### config.mk
export PLATFORM = sky130hd
export DESIGN_NAME = ppu_scroll_address_unit_flat
export DESIGN_NICKNAME = d
export VERILOG_FILES = /design/src/rtl/core/psau_pkg.sv /design/src/rtl/core/psau_req_if.sv /design/src/rtl/core/psau_rsp_if.sv /design/src/rtl/core/psau_input_reg.sv /design/src/rtl/core/psau_step.sv /design/src/rtl/core/ppu_scroll_address_unit.sv /design/src/flat_wrapper.sv
export SDC_FILE = /design/constraint.sdc
export NUM_CORES = 1
export LEC_CHECK = 0
export BUFFER_PORTS_ARGS = -buffer_cell sky130_fd_sc_hd__buf_4
export CORE_ASPECT_RATIO = 1.5
export CORE_MARGIN = 2
export CORE_UTILIZATION = 50
export CTS_BUF_LIST = sky130_fd_sc_hd__clkbuf_8
export DETAILED_ROUTE_END_ITERATION = 8
export PLACE_DENSITY_LB_ADDON = 0.1
export SYNTH_ARGS = -nofsm -noshare
export SYNTH_HDL_FRONTEND = slang
export SYNTH_SLANG_ARGS = --single-unit
export TNS_END_PERCENT = 50
### constraint.sdc
create_clock -name clock -period 6.4 [get_ports clock]
set_input_delay 1.28 -clock clock [delete_from_list [all_inputs] [get_ports clock]]
set_output_delay 1.28 -clock clock [all_outputs]
set_load 0.05 [all_outputs]
### src/rtl/core/psau_pkg.sv
// types, codes and widths of the scroll address unit
// no dependencies; used by every other file of the block but assert_macros.svh
package psau_pkg;

   localparam int ADDR_W   = 15;
   localparam int OP_W     = 3;
   localparam int IDX_W    = 3;
   localparam int DATA_W   = 8;
   localparam int FINE_X_W = 3;
   localparam int COARSE_W = 5;

   // op codes
   localparam logic [OP_W-1:0] OP_REG_WRITE  = 3'd0;
   localparam logic [OP_W-1:0] OP_REG_READ   = 3'd1;
   localparam logic [OP_W-1:0] OP_COARSE_X   = 3'd2;
   localparam logic [OP_W-1:0] OP_Y_INC      = 3'd3;
   localparam logic [OP_W-1:0] OP_COPY_HORIZ = 3'd4;
   localparam logic [OP_W-1:0] OP_COPY_VERT  = 3'd5;

   // cpu register numbers
   localparam logic [IDX_W-1:0] REG_CTRL   = 3'd0;
   localparam logic [IDX_W-1:0] REG_STATUS = 3'd2;
   localparam logic [IDX_W-1:0] REG_SCROLL = 3'd5;
   localparam logic [IDX_W-1:0] REG_ADDR   = 3'd6;
   localparam logic [IDX_W-1:0] REG_DATA   = 3'd7;

   localparam logic [ADDR_W-1:0]   STEP_ROW     = 15'd32;
   localparam logic [ADDR_W-1:0]   STEP_ONE     = 15'd1;
   localparam logic [COARSE_W-1:0] COARSE_LAST  = 5'd31;
   localparam logic [COARSE_W-1:0] ROW_LAST     = 5'd29;

   typedef struct packed {
      logic [OP_W-1:0]   op;
      logic [IDX_W-1:0]  reg_index;
      logic [DATA_W-1:0] write_data;
   } item_type;

   typedef struct packed {
      logic [ADDR_W-1:0]   cur_v;
      logic [ADDR_W-1:0]   tmp_t;
      logic [FINE_X_W-1:0] fine_x;
      logic                toggle;
      logic                inc_by_32;
   } state_type;

   typedef struct packed {
      logic [ADDR_W-1:0]   current_addr;
      logic [ADDR_W-1:0]   temp_addr;
      logic [FINE_X_W-1:0] fine_x;
      logic                toggle;
      logic                access_valid;
      logic [ADDR_W-1:0]   access_addr;
   } result_type;

endpackage

### src/rtl/core/psau_req_if.sv
// input channel of the scroll address unit: valid/ready plus one item
// depends on psau_pkg
interface psau_req_if;
   logic                        valid;
   logic                        ready;
   logic [psau_pkg::OP_W-1:0]   op;
   logic [psau_pkg::IDX_W-1:0]  reg_index;
   logic [psau_pkg::DATA_W-1:0] write_data;

   modport source (output valid, output op, output reg_index, output write_data,
                   input ready);
   modport sink   (input valid, input op, input reg_index, input write_data,
                   output ready);
endinterface

### src/rtl/core/psau_rsp_if.sv
// result channel of the scroll address unit: valid/ready plus one item
// depends on psau_pkg
interface psau_rsp_if;
   logic                          valid;
   logic                          ready;
   logic [psau_pkg::ADDR_W-1:0]   current_addr;
   logic [psau_pkg::ADDR_W-1:0]   temp_addr;
   logic [psau_pkg::FINE_X_W-1:0] fine_x;
   logic                          toggle;
   logic                          access_valid;
   logic [psau_pkg::ADDR_W-1:0]   access_addr;

   modport source (output valid, output current_addr, output temp_addr, output fine_x,
                   output toggle, output access_valid, output access_addr,
                   input ready);
   modport sink   (input valid, input current_addr, input temp_addr, input fine_x,
                   input toggle, input access_valid, input access_addr,
                   output ready);
endinterface

### src/rtl/core/psau_input_reg.sv
// input register of the scroll address unit
// depends on psau_pkg and psau_req_if
module psau_input_reg (
   input  logic               clock,
   input  logic               reset,
   psau_req_if.sink           req_ch,
   input  logic               advance,
   output logic               item_valid,
   output psau_pkg::item_type item
);

   logic               item_valid_ff;
   logic               item_valid_in;
   psau_pkg::item_type item_ff;
   logic               take;

   assign req_ch.ready = !item_valid_ff || advance;
   assign take         = req_ch.valid && req_ch.ready;

   always_comb begin
      item_valid_in = item_valid_ff;
      if (take) begin
         item_valid_in = 1'b1;
      end else if (advance) begin
         item_valid_in = 1'b0;
      end
   end

   always_ff @(posedge clock) begin
      if (reset) begin
         item_valid_ff <= 1'b0;
      end else begin
         item_valid_ff <= item_valid_in;
      end
      if (take) begin
         item_ff.op         <= req_ch.op;
         item_ff.reg_index  <= req_ch.reg_index;
         item_ff.write_data <= req_ch.write_data;
      end
   end

   assign item_valid = item_valid_ff;
   assign item       = item_ff;

endmodule

### src/rtl/core/psau_step.sv
// next-state and result logic for one item of the scroll address unit
// depends on psau_pkg
module psau_step (
   input  psau_pkg::state_type  state,
   input  psau_pkg::item_type   item,
   output psau_pkg::state_type  next_state,
   output psau_pkg::result_type result
);

   logic [psau_pkg::ADDR_W-1:0]   v;
   logic [psau_pkg::ADDR_W-1:0]   t;
   logic [psau_pkg::DATA_W-1:0]   d;
   logic [psau_pkg::ADDR_W-1:0]   cx_v;
   logic [psau_pkg::ADDR_W-1:0]   y_v;
   logic [psau_pkg::ADDR_W-1:0]   port_v;
   logic [psau_pkg::ADDR_W-1:0]   addr_lo_t;
   logic [psau_pkg::COARSE_W-1:0] cy;
   logic [psau_pkg::COARSE_W-1:0] cy_next;
   logic                          row_wrap;

   assign v = state.cur_v;
   assign t = state.tmp_t;
   assign d = item.write_data;

   // coarse x wraps into the neighboring horizontal nametable
   assign cx_v = (v[4:0] == psau_pkg::COARSE_LAST) ?
                 {v[14:11], ~v[10], v[9:5], 5'd0} : v + psau_pkg::STEP_ONE;

   // fine y overflows into coarse y; row 29 also flips the vertical nametable
   assign cy       = v[9:5];
   assign row_wrap = (cy == psau_pkg::ROW_LAST);
   assign cy_next  = (row_wrap || cy == psau_pkg::COARSE_LAST) ? 5'd0 : cy + 5'd1;
   assign y_v      = (&v[14:12]) ? {3'd0, v[11] ^ row_wrap, v[10], cy_next, v[4:0]}
                                 : {v[14:12] + 3'd1, v[11:0]};

   assign port_v    = v + (state.inc_by_32 ? psau_pkg::STEP_ROW : psau_pkg::STEP_ONE);
   assign addr_lo_t = {t[14:8], d};

   always_comb begin
      next_state          = state;
      result.access_valid = 1'b0;
      result.access_addr  = '0;
      case (item.op)
         psau_pkg::OP_REG_WRITE, psau_pkg::OP_REG_READ: begin
            if (item.reg_index == psau_pkg::REG_DATA) begin
               result.access_valid = 1'b1;
               result.access_addr  = v;
               next_state.cur_v    = port_v;
            end else if (item.op == psau_pkg::OP_REG_WRITE) begin
               case (item.reg_index)
                  psau_pkg::REG_CTRL: begin
                     next_state.inc_by_32    = d[2];
                     next_state.tmp_t[11:10] = d[1:0];
                  end
                  psau_pkg::REG_SCROLL: begin
                     if (!state.toggle) begin
                        next_state.tmp_t[4:0] = d[7:3];
                        next_state.fine_x     = d[2:0];
                     end else begin
                        next_state.tmp_t[14:12] = d[2:0];
                        next_state.tmp_t[9:5]   = d[7:3];
                     end
                     next_state.toggle = ~state.toggle;
                  end
                  psau_pkg::REG_ADDR: begin
                     if (!state.toggle) begin
                        next_state.tmp_t[14:8] = {1'b0, d[5:0]};
                     end else begin
                        next_state.tmp_t = addr_lo_t;
                        next_state.cur_v = addr_lo_t;
                     end
                     next_state.toggle = ~state.toggle;
                  end
                  default: begin
                  end
               endcase
            end else if (item.reg_index == psau_pkg::REG_STATUS) begin
               next_state.toggle = 1'b0;
            end
         end
         psau_pkg::OP_COARSE_X: begin
            next_state.cur_v = cx_v;
         end
         psau_pkg::OP_Y_INC: begin
            next_state.cur_v = y_v;
         end
         psau_pkg::OP_COPY_HORIZ: begin
            next_state.cur_v[10]  = t[10];
            next_state.cur_v[4:0] = t[4:0];
         end
         psau_pkg::OP_COPY_VERT: begin
            next_state.cur_v[14:11] = t[14:11];
            next_state.cur_v[9:5]   = t[9:5];
         end
         default: begin
         end
      endcase
      result.current_addr = next_state.cur_v;
      result.temp_addr    = next_state.tmp_t;
      result.fine_x       = next_state.fine_x;
      result.toggle       = next_state.toggle;
   end

endmodule

### src/rtl/core/ppu_scroll_address_unit.sv
// Scroll and VRAM address unit: keeps the current address v, the temporary
// address t, fine X, the write toggle and the increment mode, and applies one
// CPU register access or render event per item. It takes one item per clock
// cycle while rsp drains its results; each result is offered on rsp from the
// result register (the input register takes the item at the accepting edge,
// the result register takes its result when the item advances). The rate is
// set by the update of the address state, which every item reads and writes.
// A waiting result holds the input register, which holds req.
// Depends on psau_pkg, psau_req_if, psau_rsp_if, psau_input_reg, psau_step.
module ppu_scroll_address_unit (
   input  logic      clock,
   input  logic      reset,
   psau_req_if.sink  req_ch,
   psau_rsp_if.source rsp_ch
);

   logic                 item_valid;
   psau_pkg::item_type   item;
   logic                 advance;
   psau_pkg::state_type  state_ff;
   psau_pkg::state_type  state_in;
   psau_pkg::result_type result;
   psau_pkg::result_type result_ff;
   logic                 out_valid_ff;
   logic                 out_valid_in;

   psau_input_reg u_input_reg (
      .clock      (clock),
      .reset      (reset),
      .req_ch     (req_ch),
      .advance    (advance),
      .item_valid (item_valid),
      .item       (item)
   );

   psau_step u_step (
      .state      (state_ff),
      .item       (item),
      .next_state (state_in),
      .result     (result)
   );

   // an item moves on when the result register is empty or being drained
   assign advance = item_valid && (!out_valid_ff || rsp_ch.ready);

   always_comb begin
      out_valid_in = out_valid_ff;
      if (advance) begin
         out_valid_in = 1'b1;
      end else if (rsp_ch.ready) begin
         out_valid_in = 1'b0;
      end
   end

   always_ff @(posedge clock) begin
      if (reset) begin
         state_ff     <= '0;
         out_valid_ff <= 1'b0;
      end else begin
         out_valid_ff <= out_valid_in;
         if (advance) begin
            state_ff <= state_in;
         end
      end
      if (advance) begin
         result_ff <= result;
      end
   end

   assign rsp_ch.valid        = out_valid_ff;
   assign rsp_ch.current_addr = result_ff.current_addr;
   assign rsp_ch.temp_addr    = result_ff.temp_addr;
   assign rsp_ch.fine_x       = result_ff.fine_x;
   assign rsp_ch.toggle       = result_ff.toggle;
   assign rsp_ch.access_valid = result_ff.access_valid;
   assign rsp_ch.access_addr  = result_ff.access_addr;

endmodule

### src/flat_wrapper.sv
// flat-port wrapper written by rule: the top's interface ports become plain ports
module ppu_scroll_address_unit_flat 
  (clock, reset, req_ch_valid, req_ch_op, req_ch_reg_index, req_ch_write_data, req_ch_ready, rsp_ch_valid, rsp_ch_current_addr, rsp_ch_temp_addr, rsp_ch_fine_x, rsp_ch_toggle, rsp_ch_access_valid, rsp_ch_access_addr, rsp_ch_ready);
  psau_req_if req_ch_i ();
  psau_rsp_if rsp_ch_i ();
  input  logic clock;
  input  logic reset;
  input wire logic [$bits(req_ch_i.valid)-1:0] req_ch_valid;
  input wire logic [$bits(req_ch_i.op)-1:0] req_ch_op;
  input wire logic [$bits(req_ch_i.reg_index)-1:0] req_ch_reg_index;
  input wire logic [$bits(req_ch_i.write_data)-1:0] req_ch_write_data;
  output wire logic [$bits(req_ch_i.ready)-1:0] req_ch_ready;
  output wire logic [$bits(rsp_ch_i.valid)-1:0] rsp_ch_valid;
  output wire logic [$bits(rsp_ch_i.current_addr)-1:0] rsp_ch_current_addr;
  output wire logic [$bits(rsp_ch_i.temp_addr)-1:0] rsp_ch_temp_addr;
  output wire logic [$bits(rsp_ch_i.fine_x)-1:0] rsp_ch_fine_x;
  output wire logic [$bits(rsp_ch_i.toggle)-1:0] rsp_ch_toggle;
  output wire logic [$bits(rsp_ch_i.access_valid)-1:0] rsp_ch_access_valid;
  output wire logic [$bits(rsp_ch_i.access_addr)-1:0] rsp_ch_access_addr;
  input wire logic [$bits(rsp_ch_i.ready)-1:0] rsp_ch_ready;
  assign req_ch_i.valid = req_ch_valid;
  assign req_ch_i.op = req_ch_op;
  assign req_ch_i.reg_index = req_ch_reg_index;
  assign req_ch_i.write_data = req_ch_write_data;
  assign req_ch_ready = req_ch_i.ready;
  assign rsp_ch_valid = rsp_ch_i.valid;
  assign rsp_ch_current_addr = rsp_ch_i.current_addr;
  assign rsp_ch_temp_addr = rsp_ch_i.temp_addr;
  assign rsp_ch_fine_x = rsp_ch_i.fine_x;
  assign rsp_ch_toggle = rsp_ch_i.toggle;
  assign rsp_ch_access_valid = rsp_ch_i.access_valid;
  assign rsp_ch_access_addr = rsp_ch_i.access_addr;
  assign rsp_ch_i.ready = rsp_ch_ready;
  ppu_scroll_address_unit u_core (.clock(clock), .reset(reset), .req_ch(req_ch_i), .rsp_ch(rsp_ch_i));
endmodule
==> summary by stage, run 1 <==
Die
The overall die height is 136 µm. The total area inside the core boundary comes to 11400 µm². The overall die width is 91.8 µm.

The floorplan die area is 12500 µm². The initialized floorplan defines 48 standard-cell rows. During I/O placement, the number of pins put on the boundary was 70. The starting density of the core is 0.507.

Final layout
The post-route cell area is 6480 µm². The number of antenna diodes in the final layout is 0. From synthesis to final layout, the design area changed by 12.0%. For this run, the post-layout net count is 667. The final core area utilization is 0.568. In the final layout, the share of cells above drive strength 1 is 0.194.

Setup path
Data on the critical path is required at its endpoint by 6.69 ns. Data arrives at the worst endpoint at 3.56 ns. Of all nets on the critical path, the largest fanout is 45. The category of the most critical setup path is input pin to flop. The type of destination of the critical path is a flop.

The startpoint kind of the worst setup timing path is an input pin.

Clock tree
The latest clock arrival within the worst-skew pair is 0.38 ns. The level count of the clock H-tree is 3. The clock net sink count is 101. After clock tree synthesis, the flow added hold-fix buffers numbering 0. The root buffer cell is clkbuf_8.

Clock-pin slew was measured on the worst setup and hold paths at 0.10 ns. The post-CTS resize count is 0. The maximum clock insertion buffer count is 2. The TritonCTS clock tree is yes. The TritonCTS buffer count is 9. Once the clock tree was built, the setup fixing pass inserted 0 buffers.

Placed design
The number of buffers inserted by port buffering is 69. The half-perimeter wire length after detailed placement is 11.8 mm. At the end of routability-driven placement, the weighted congestion stood at 0.956. The setup slack at placement is 2.73 ns. The post-place instance area is 6290 µm².

Logic synthesis
The count of distinct cell types in the synthesized netlist is 83. The average cell area after synthesis is 9.64 µm². In the synthesized netlist the async set-or-reset flop fraction comes to 0. The total nets after synthesis is 628.

Synthesis inferred 101 register bits. After synthesis the cells add up to 5780 µm². The count of flip-flops with a built-in enable after synthesis is 64. The portion of the post-synthesis area used by sequential elements is 0.460. The count of yosys warnings during synthesis is 0. The cell count after synthesis is 600. The most frequently used flop master after synthesis is edfxtp_1.

Detailed routing
The final routed DRC violation total is 0. Dividing the detail-routed wire length by the instance count gives 21.0 µm. The aggregate routed wire length is 16.7 mm. The via total after detailed routing is 5077. In this run the remaining antenna-violating nets after routing total 0.

The number of optimization iterations in the first detailed-route pass is 5. Dividing the detail-routed via count by the number of cells gives 6.39. The first-iteration detailed-routing DRC count is 504.

Global routing
Across every metal layer, demand over resource in global routing totals 0.272. For this run, global-route usage on met3 was measured as 0.0395. The met1 capacity usage during global routing is 0.328. The wire length of the first global-routing pass is 26.2 mm.

The global routing usage on met2 is 0.469. The layer carrying the most global-route usage is met2. Summed over all layers, the global routing overflow is 0.

Entering global routing, the biggest net connects 46 pins. The via count of the first global-routing pass is 4877. The initial antenna violation count came to 0.

Timing
The final count of negative-setup-slack endpoints is 0. The final clock skew is 0.0119 ns. Setup repair after global routing left no endpoint under its margin.

The number of pins exceeding their max-slew limit in the final report is 0. The shortest clock period the worst path allows after layout is 3.26 ns. The achievable frequency is 306 MHz. In the finished design, the share of the clock period the worst path needs comes to 0.510. The worst pin sits at a relative slew slack of 0.244. The hold violation count in the final report is 0. At the pin with the least slew margin, the transition time is 1.13 ns. The final worst slack is 3.14 ns. Summed over all failing endpoints, the final setup total negative slack is 0 ns.

Power and ir drop
The worst-case vdd ir drop is 125 µV. Dividing total power by cell area gives a power density of 212 nW/µm². The leakage component of the power is 0.00233 µW.

Job
The max-capacitance violation count is 0.

Status
The run finished with clean final reports.

Min path
The min-delay analysis places its worst path in the category flop to flop.
through the flow:
stage	std cells	power (µW)	hold slack (ns)
finish	794	1370	0.460
global route	794	1420	0.496
CTS	794	1370	0.463
detailed placement	778	994	0.447
global placement	778	992	0.444
floorplan	600	925	0.433
Yosys cell counts, types with 11 or more instances:
| master | number | area [µm²] |
|---|---|---|
| o21ai_0 | 43 | 215 |
| edfxtp_1 | 64 | 1920 |
| a221oi_1 | 11 | 96.3 |
| and3_1 | 22 | 138 |
| inv_1 | 13 | 48.8 |
| dfxtp_1 | 37 | 741 |
| nand3_1 | 32 | 160 |
| clkbuf_1 | 23 | 86.3 |
| nand2_1 | 40 | 150 |
| nor3_1 | 14 | 70.1 |
| nor2_1 | 52 | 195 |
| a21oi_1 | 39 | 195 |
per-layer routing:
| metal | share of wire | routed length [µm] | vias up |
|---|---|---|---|
| met5 | 0 | 0 | - |
| met4 | 0.047 | 777 | 0 |
| met3 | 0.055 | 923 | 52 |
| met2 | 0.51 | 8490 | 241 |
| met1 | 0.39 | 6470 | 2411 |
| li1 | - | - | 2373 |
state kept, by name (all words and copies together) (netlist names), 3 cells and up:
name and cells:
u_core.state_ff 35, u_core.rsp_ch.temp_addr 15, u_core.rsp_ch.access_addr 15, u_core.u_input_reg.item 14
u_core.rsp_ch.fine_x 3, u_core.rsp_ch.current_addr 15
logic make-up after synthesis:
family                     synth area share
AOI/OAI and AO/OA                     0.209
DFF                                   0.460
and+or+nand+nor                       0.203
muxes                                0.0314
adders and majority gates            0.0216
xor gates and xnor gates             0.0212
buffers and inverters                0.0536
cells in the final DEF, fill, tap and decap left out, types with 6 or more instances in the layout:
cell type / instances
ha_1: 10
nand4_1: 10
nand3_1: 32
o21ai_0: 43
and3_1: 22
xor2_1: 8
inv_1: 13
edfxtp_1: 64
mux2i_1: 8
a311oi_1: 10
mux2_2: 8
a221oi_1: 11
xnor2_1: 6
nor4_1: 6
nor2_1: 51
dfxtp_1: 37
buf_4: 75
a21oi_1: 39
nand2_1: 40
nor3_1: 14
clkbuf_8: 9
nand2b_1: 6
power by group:
part	switching, µW	total (µW)	internal (µW)
Sequential	41.7	766	724
Clock	241	389	148
Combinational	146	216	70.1
final cells by class:
class | instances | area [µm²]
fillers | 1018 | 4930
clock inverters | 7 | 58.8
flip-flops and latches | 101 | 2660
repair buffers | 75 | 563
inverters | 18 | 67.6
clock buffers | 9 | 124
well taps | 150 | 188
multi-input cells | 434 | 2810
worst paths after layout:
kind                                         start                            end  slack [ns]  depth (start not counted)
worst max-delay path                  rsp_ch_ready            u_core.state_ff[34]        3.14                          7
worst min-delay path            u_core.state_ff[3]             u_core.state_ff[3]        0.46                          2
worst max register to register  u_core.state_ff[1]  u_core.rsp_ch.current_addr[9]        3.26                          5
worst min register to register  u_core.state_ff[3]             u_core.state_ff[3]        0.46                          2
worst max-delay path, cell delays in order:
cell      delay [ns]
buf_4           0.08
nand2b_1        0.08
nand2_1         0.34
inv_2           0.80
buf_4           0.58
o21ai_0         0.14
a211oi_1        0.22
Note: power is estimated with default switching activity, not from simulation.
==> run 2, diff against run 1 <==
- clock period: 6.4 -> 2.7 ns (I/O delays scaled with it)
==> summary by stage, run 2 (synthesis gave the netlist of run 1 again) <==
Status
The flow ran to the end, and the final reports show no timing, DRC or antenna violations.

Global routing
The largest net degree at the start of global routing came to 41 (-11%). The initial antenna violation count is 0 (unchanged). The overall routing resource usage is 0.282 (+0.0108). The total congestion overflow after global routing came to 0 (unchanged). The via count of the first global-routing pass is 5131 (+5.2%). The wire length of the first global-routing pass was 27.3 mm (+4.1%).

Die
The overall die width is 91.8 µm (unchanged). The floorplan die area is 12500 µm² (unchanged). The overall die height is 136 µm (unchanged). The number of top-level design ports is 70 (unchanged). The starting density of the core is 0.507 (unchanged). The total number of placement rows was 48 (unchanged). The total core area is 11400 µm² (unchanged).

Timing
The normalized max-slew margin is 0.491 (+0.247). Subtracting the final worst setup slack from the clock period gives 2.68 ns. Timing would allow up to 373 MHz. The number of pins exceeding their max-slew limit in the final report was 0 (unchanged). The final total negative setup slack is 0 ns (unchanged). The final worst-path cycle share is 0.992.

The final-layout worst hold slack is 0.341 ns (-0.119 ns). The final count of negative-setup-slack endpoints is 0 (unchanged). Setup repair after global routing could not meet its margin everywhere.

The hold violation count in the final report is 0 (unchanged). The final clock skew was 0.0135 ns (+0.00164 ns). The slew at the pin closest to its max-slew limit is 0.760 ns (-0.374 ns).

Final layout
The post-synthesis to final-layout area growth is 18.9%. The number of flip-flops in the largest register is 35 (unchanged). The antenna diode count is 0 (unchanged). Ranked by flip-flop count, first place goes to u_core.state_ff. The most common cell after layout, fill and taps aside is buf_4. The top cell types in the final layout, fill and taps aside, are buf_4, edfxtp_1, nor2_1, o21ai_0, nand2_1. The post-route cell area came to 6880 µm² (+6.2%). The count of non-filler cells in the finished layout is 831 (+4.7%).

The final net count is 705 (+5.7%). The fraction of final layout cells with drive strength greater than 1 is 0.245 (+0.0511).

Setup path
The startpoint kind of the worst setup timing path is a flop. The launching point of the worst reg2reg path is u_core.state_ff[20]. The critical-path maximum fanout is 7 (-84%). The startpoint of the most critical setup path is u_core.state_ff[20]. By startpoint and endpoint, the worst setup path is classified as flop to flop. The worst setup path is captured at a flop. The reg-to-reg setup timing slack is 0.02 ns (-3.24 ns).

The required time of the worst setup path came to 2.81 ns (-3.88 ns). The arrival time of data at the critical path endpoint is 2.78 ns (-0.78 ns).

Detailed routing
The first-iteration detailed-routing DRC count came to 440 (-13%). The number of optimization iterations in the first detailed-route pass is 5 (unchanged). The final routed DRC violation total is 0 (unchanged). The aggregate routed wire length came to 17.3 mm (+4.0%).

The via total after detailed routing is 5245 (+3.3%). The remaining antenna violation count is 0 (unchanged). The average routed wire per standard cell was 20.9 µm (-0.66%).

The via-per-instance ratio is 6.31 (-1.3%).

Placed design
The number of buffers inserted by port buffering is 69 (unchanged). The weighted congestion at the end of routability-driven global placement came to 0.929 (-2.8%). The post-place instance area is 6600 µm² (+4.8%). The placed instance count was 815 (+4.8%). The half-perimeter wire length after detailed placement is 12.8 mm (+8.3%).

Clock tree
The latest clock arrival within the worst-skew pair is 0.37 ns (about the same). The hold buffer count at cts was 0 (unchanged). TritonCTS built the clock tree. The TritonCTS buffer count is 9 (unchanged).

The clock net sink count is 101 (unchanged). In this run the clock root is driven by a clkbuf_8. The maximum clock insertion buffer count is 2 (unchanged). The clock transition at the registers of the reported paths came to 0.10 ns (about the same). The level count of the clock H-tree came to 3 (unchanged).

Min path
The worst hold path startpoint is req_ch_write_data[7]. The path class of the tightest hold or removal check is input pin to flop.

Power and ir drop
The total power after layout is 3520 µW (+160%). The worst-case vdd ir drop is 370 µV (+200%). The leakage component of the power is 0.00257 µW (+10%). The power density over the cells was 512 nW/µm² (+140%).

Job
The max-capacitance violation count is 0 (unchanged).
[run 2: cell types whose count changed in the layout (fill, tap and decap cells not counted), moves of 2 or more]
cell       change
a221oi_1       -2
a221oi_2       +2
buf_12         +2
buf_4         +36
bufinv_16      +3
nor4_1         -2
nor4_2         +2
[run 2: worst max-delay path: stages (launching register included)]
cell and delay, ns:
dfxtp_1 0.39, ha_2 0.25, and3_1 0.19, ha_1 0.25, nand4b_2 0.26, nor4_1 0.41, mux2i_1 0.19, a311oi_1 0.38
nor2_1 0.09
[run 2: report_power, final]
part / total, µW / switching, µW / internal, µW
combinational: 594 / 394 / 200
clock: 1150 / 533 / 613
sequential: 1780 / 64.1 / 1720
[run 2: final cells by class]
class / instances / area (µm²)
Multi-Input combinational cell: 434 / 2850
Inverter: 18 / 67.6
Tap cell: 150 / 188
Fill cell: 1002 / 4530
Clock buffer: 9 / 124
Sequential cell: 101 / 2660
Clock inverter: 6 / 111
Timing Repair Buffer: 113 / 873
[run 2: per-layer routing]
layer	up-vias	wire, µm	track usage	share of wire
li1	2446	-	-	-
met5	-	0	0	0
met3	58	971	0.0390	0.056
met1	2497	6520	0.330	0.38
met4	0	997	0.169	0.058
met2	244	8840	0.490	0.51
[run 2: worst paths after layout]
kind         cells after the start                             end
max                              8  u_core.rsp_ch.current_addr[14]
min                              1      u_core.u_input_reg.item[7]
max reg2reg                      8  u_core.rsp_ch.current_addr[14]
min reg2reg                      2              u_core.state_ff[3]
[run 2: repair_timing]
item,CTS,global route
setup endpoints to repair,0,11
resized for setup,0,7
hold endpoints to repair,0,0
setup buffers,0,1
[run 2: metrics by stage]
| step | setup slack (ns) | utilization |
|---|---|---|
| 2_1_floorplan | 0.209 | - |
| 3_3_place_gp | 0.204 | 0.578 |
| 3_5_place_dp | 0.0421 | 0.578 |
| 4_1_cts | 0.0116 | 0.599 |
| 5_1_grt | -0.0708 | 0.603 |
| 6_report | 0.0220 | 0.603 |
==> run 3, diff against run 2 <==
- clock period: 2.7 -> 2.4 ns (I/O delays scaled with it)
==> summary by stage, run 3 (synthesis gave the netlist of run 1 again) <==
Status
The flow ran to the end, and the final reports show no timing, DRC or antenna violations.

Die
The overall die width is 91.8 µm (unchanged). The number of top-level design ports is 70 (unchanged). The floorplan die area is 12500 µm² (unchanged). The starting density of the core is 0.507 (unchanged). The total number of placement rows is 48 (unchanged).

The overall die height is 136 µm (unchanged). The total core area came to 11400 µm² (unchanged).

Final layout
The top cell types in the final layout, fill and taps aside, are buf_4, edfxtp_1, nor2_1, o21ai_0, nand2_1. The number of flip-flops in the largest register is 35 (unchanged). The final core area utilization was 0.615 (+0.0125). The final net count is 719 (+2.0%).

The most common cell after layout, fill and taps aside is buf_4. The post-synthesis to final-layout area growth is 21.4%. The post-route cell area is 7020 µm² (+2.1%).

The fraction of final layout cells with drive strength greater than 1 is 0.272 (+0.0263). The top register by number of flip-flops is u_core.state_ff. The count of non-filler cells in the finished layout came to 846 (+1.8%).

The antenna diode count is 0 (unchanged).

Clock tree
The hold buffer count at cts is 0 (unchanged). The maximum clock insertion buffer count was 2 (unchanged). The TritonCTS buffer count is 9 (unchanged). TritonCTS built the clock tree. The clock net sink count is 101 (unchanged).

The level count of the clock H-tree was 3 (unchanged). The latest clock arrival within the worst-skew pair is 0.38 ns (about the same). The clock transition at the registers of the reported paths is 0.11 ns (about the same). The total setup buffers inserted after CTS is 0 (unchanged).

The root buffer cell is clkbuf_8.

Timing
The slew at the pin closest to its max-slew limit is 0.547 ns (-0.214 ns). The shortest clock period the worst path allows after layout is 2.31 ns (-0.369 ns). The final total negative setup slack came to 0 ns (unchanged). Setup repair after global routing could not meet its margin everywhere.

The hold violation count in the final report is 0 (unchanged). The final worst-path cycle share is 0.962 (-0.0299). The final count of negative-setup-slack endpoints is 0 (unchanged). The number of pins exceeding their max-slew limit in the final report is 0 (unchanged). The final clock skew is 0.0106 ns (-0.00286 ns). The normalized max-slew margin is 0.636 (+0.145). The achievable frequency is 433 MHz (+16%).

Detailed routing
Signal routing reaches up to met4. The first-iteration detailed-routing DRC count is 457 (+3.9%). The final routed DRC violation total is 0 (unchanged). The met3 routed wirelength came to 1.19 mm (+22%). The wire length on met1 is 6.63 mm (+1.8%). The remaining antenna violation count is 0 (unchanged). The number of optimization iterations in the first detailed-route pass is 5 (unchanged). The average routed wire per standard cell is 21.1 µm (+1.2%). The aggregate routed wire length is 17.9 mm (+3.1%). The met2 wire length came to 9.06 mm (+2.5%). The via-per-instance ratio is 6.39 (+1.2%). The via total after detailed routing came to 5404 (+3.0%).

Power and ir drop
The power density over the cells was 531 nW/µm² (+3.8%). The worst-case vdd ir drop came to 375 µV (+1.4%). The total power after layout is 3730 µW (+6.0%). The leakage component of the power was 0.00268 µW (+4.2%).

Placed design
The post-place instance area is 6730 µm² (+2.1%). The half-perimeter wire length after detailed placement is 13.1 mm (+2.3%). The number of buffers inserted by port buffering came to 69 (unchanged).

The placed instance count is 830 (+1.8%). The weighted congestion at the end of routability-driven global placement is 0.917 (-1.4%).

Min path
In this run the worst hold path is classified as input pin to flop. The worst hold path begins at req_ch_write_data[7].

Setup path
The required time of the worst setup path came to 2.68 ns (-0.13 ns). The arrival time of data at the critical path endpoint is 2.59 ns (-0.19 ns). Among cell families on the critical path, the largest total delay comes from compound AO/OA/AOI/OAI gates. The worst setup path is launched from a flop. The type of destination of the critical path is a flop. Among all stages on the critical path, the largest delay is contributed by a2111o_1. Counting stages on the worst path, the most repeated cell is ha_1. The critical-path maximum fanout is 4 (-3). The startpoint identified for the worst register-to-register timing path is u_core.state_ff[25].

The startpoint of the most critical setup path is u_core.state_ff[25]. The buffering stage count on the worst path with inverters included was 1 (+1). The category of the most critical setup path is flop to flop. The delay contributed by the slowest stage of the critical path was 0.46 ns (+0.05 ns).

Traced cell by cell, the critical path runs through ha_1, nand3_1, inv_1, ha_1, a2111o_1, or2_1, o221a_1, a311oi_1.

Global routing
The via count of the first global-routing pass is 5322 (+3.7%). The total congestion overflow after global routing is 0 (unchanged). The largest net degree at the start of global routing is 44 (+7.3%). The overall routing resource usage was 0.292 (+0.00990).

The initial antenna violation count was 0 (unchanged). The wire length of the first global-routing pass is 28.3 mm (+3.6%).

Job
The max-capacitance violation count is 0 (unchanged).
[run 3: changes by cell type in the layout (fill, tap and decap cells not counted), sizes merged]
| cell | delta |
|---|---|
| clkinvlp | +1 |
| clkinv | +1 |
| inv | +2 |
| buf | +14 |
| bufinv | -3 |
[run 3: worst reg2reg max path, stage by stage (launching register included)]
cell,delay [ns]
dfxtp_1,0.33
ha_1,0.23
nand3_1,0.12
inv_1,0.05
ha_1,0.18
a2111o_1,0.46
or2_1,0.25
o221a_1,0.30
a311oi_1,0.30
[run 3: final cells by class]
cell class | instances | area, µm²
timing repair buffer | 127 | 1010
fill | 1030 | 4390
clock inverter | 7 | 55.1
sequential | 101 | 2660
inverter | 18 | 67.6
clock buffer | 9 | 124
tap | 150 | 188
multi-input combinational | 434 | 2920
[run 3: final timing paths]
kind                                endpoint  slack (ns)  cells past startpoint
setup / recovery         u_core.state_ff[28]        0.09                      8
hold reg to reg           u_core.state_ff[2]        0.47                      2
setup reg to reg         u_core.state_ff[28]        0.09                      8
hold / removal    u_core.u_input_reg.item[7]        0.27                      1
[run 3: routing by layer]
| layer | vias to the layer above | GRT usage |
|---|---|---|
| met3 | 70 | 0.0456 |
| met2 | 288 | 0.499 |
| met4 | 0 | 0.172 |
| li1 | 2482 | - |
| met5 | - | 0 |
| met1 | 2564 | 0.347 |
[run 3: timing repair]
| action | 4_1_cts | 5_1_grt |
|---|---|---|
| setup endpoints to repair | 2 | 16 |
| endpoints found under the hold margin | 0 | 0 |
| pin swaps | 0 | 3 |
| gates resized for setup | 2 | 16 |
[run 3: power breakdown]
group / switching (µW) / total [µW] / internal, µW
Clock: 644 / 1040 / 391
Combinational: 460 / 700 / 240
Sequential: 63.5 / 1990 / 1930
Total: 1170 / 3730 / 2560
[run 3: stage by stage]
| step | hold WS (ns) | setup slack, ns |
|---|---|---|
| 6_report | 0.267 | 0.0913 |
| 5_1_grt | 0.252 | -0.0201 |
| 4_1_cts | 0.259 | 0.0124 |
| 3_5_place_dp | 0.452 | 0.0194 |
| 3_3_place_gp | 0.442 | 0.0950 |
| 2_1_floorplan | 0.433 | -0.0912 |
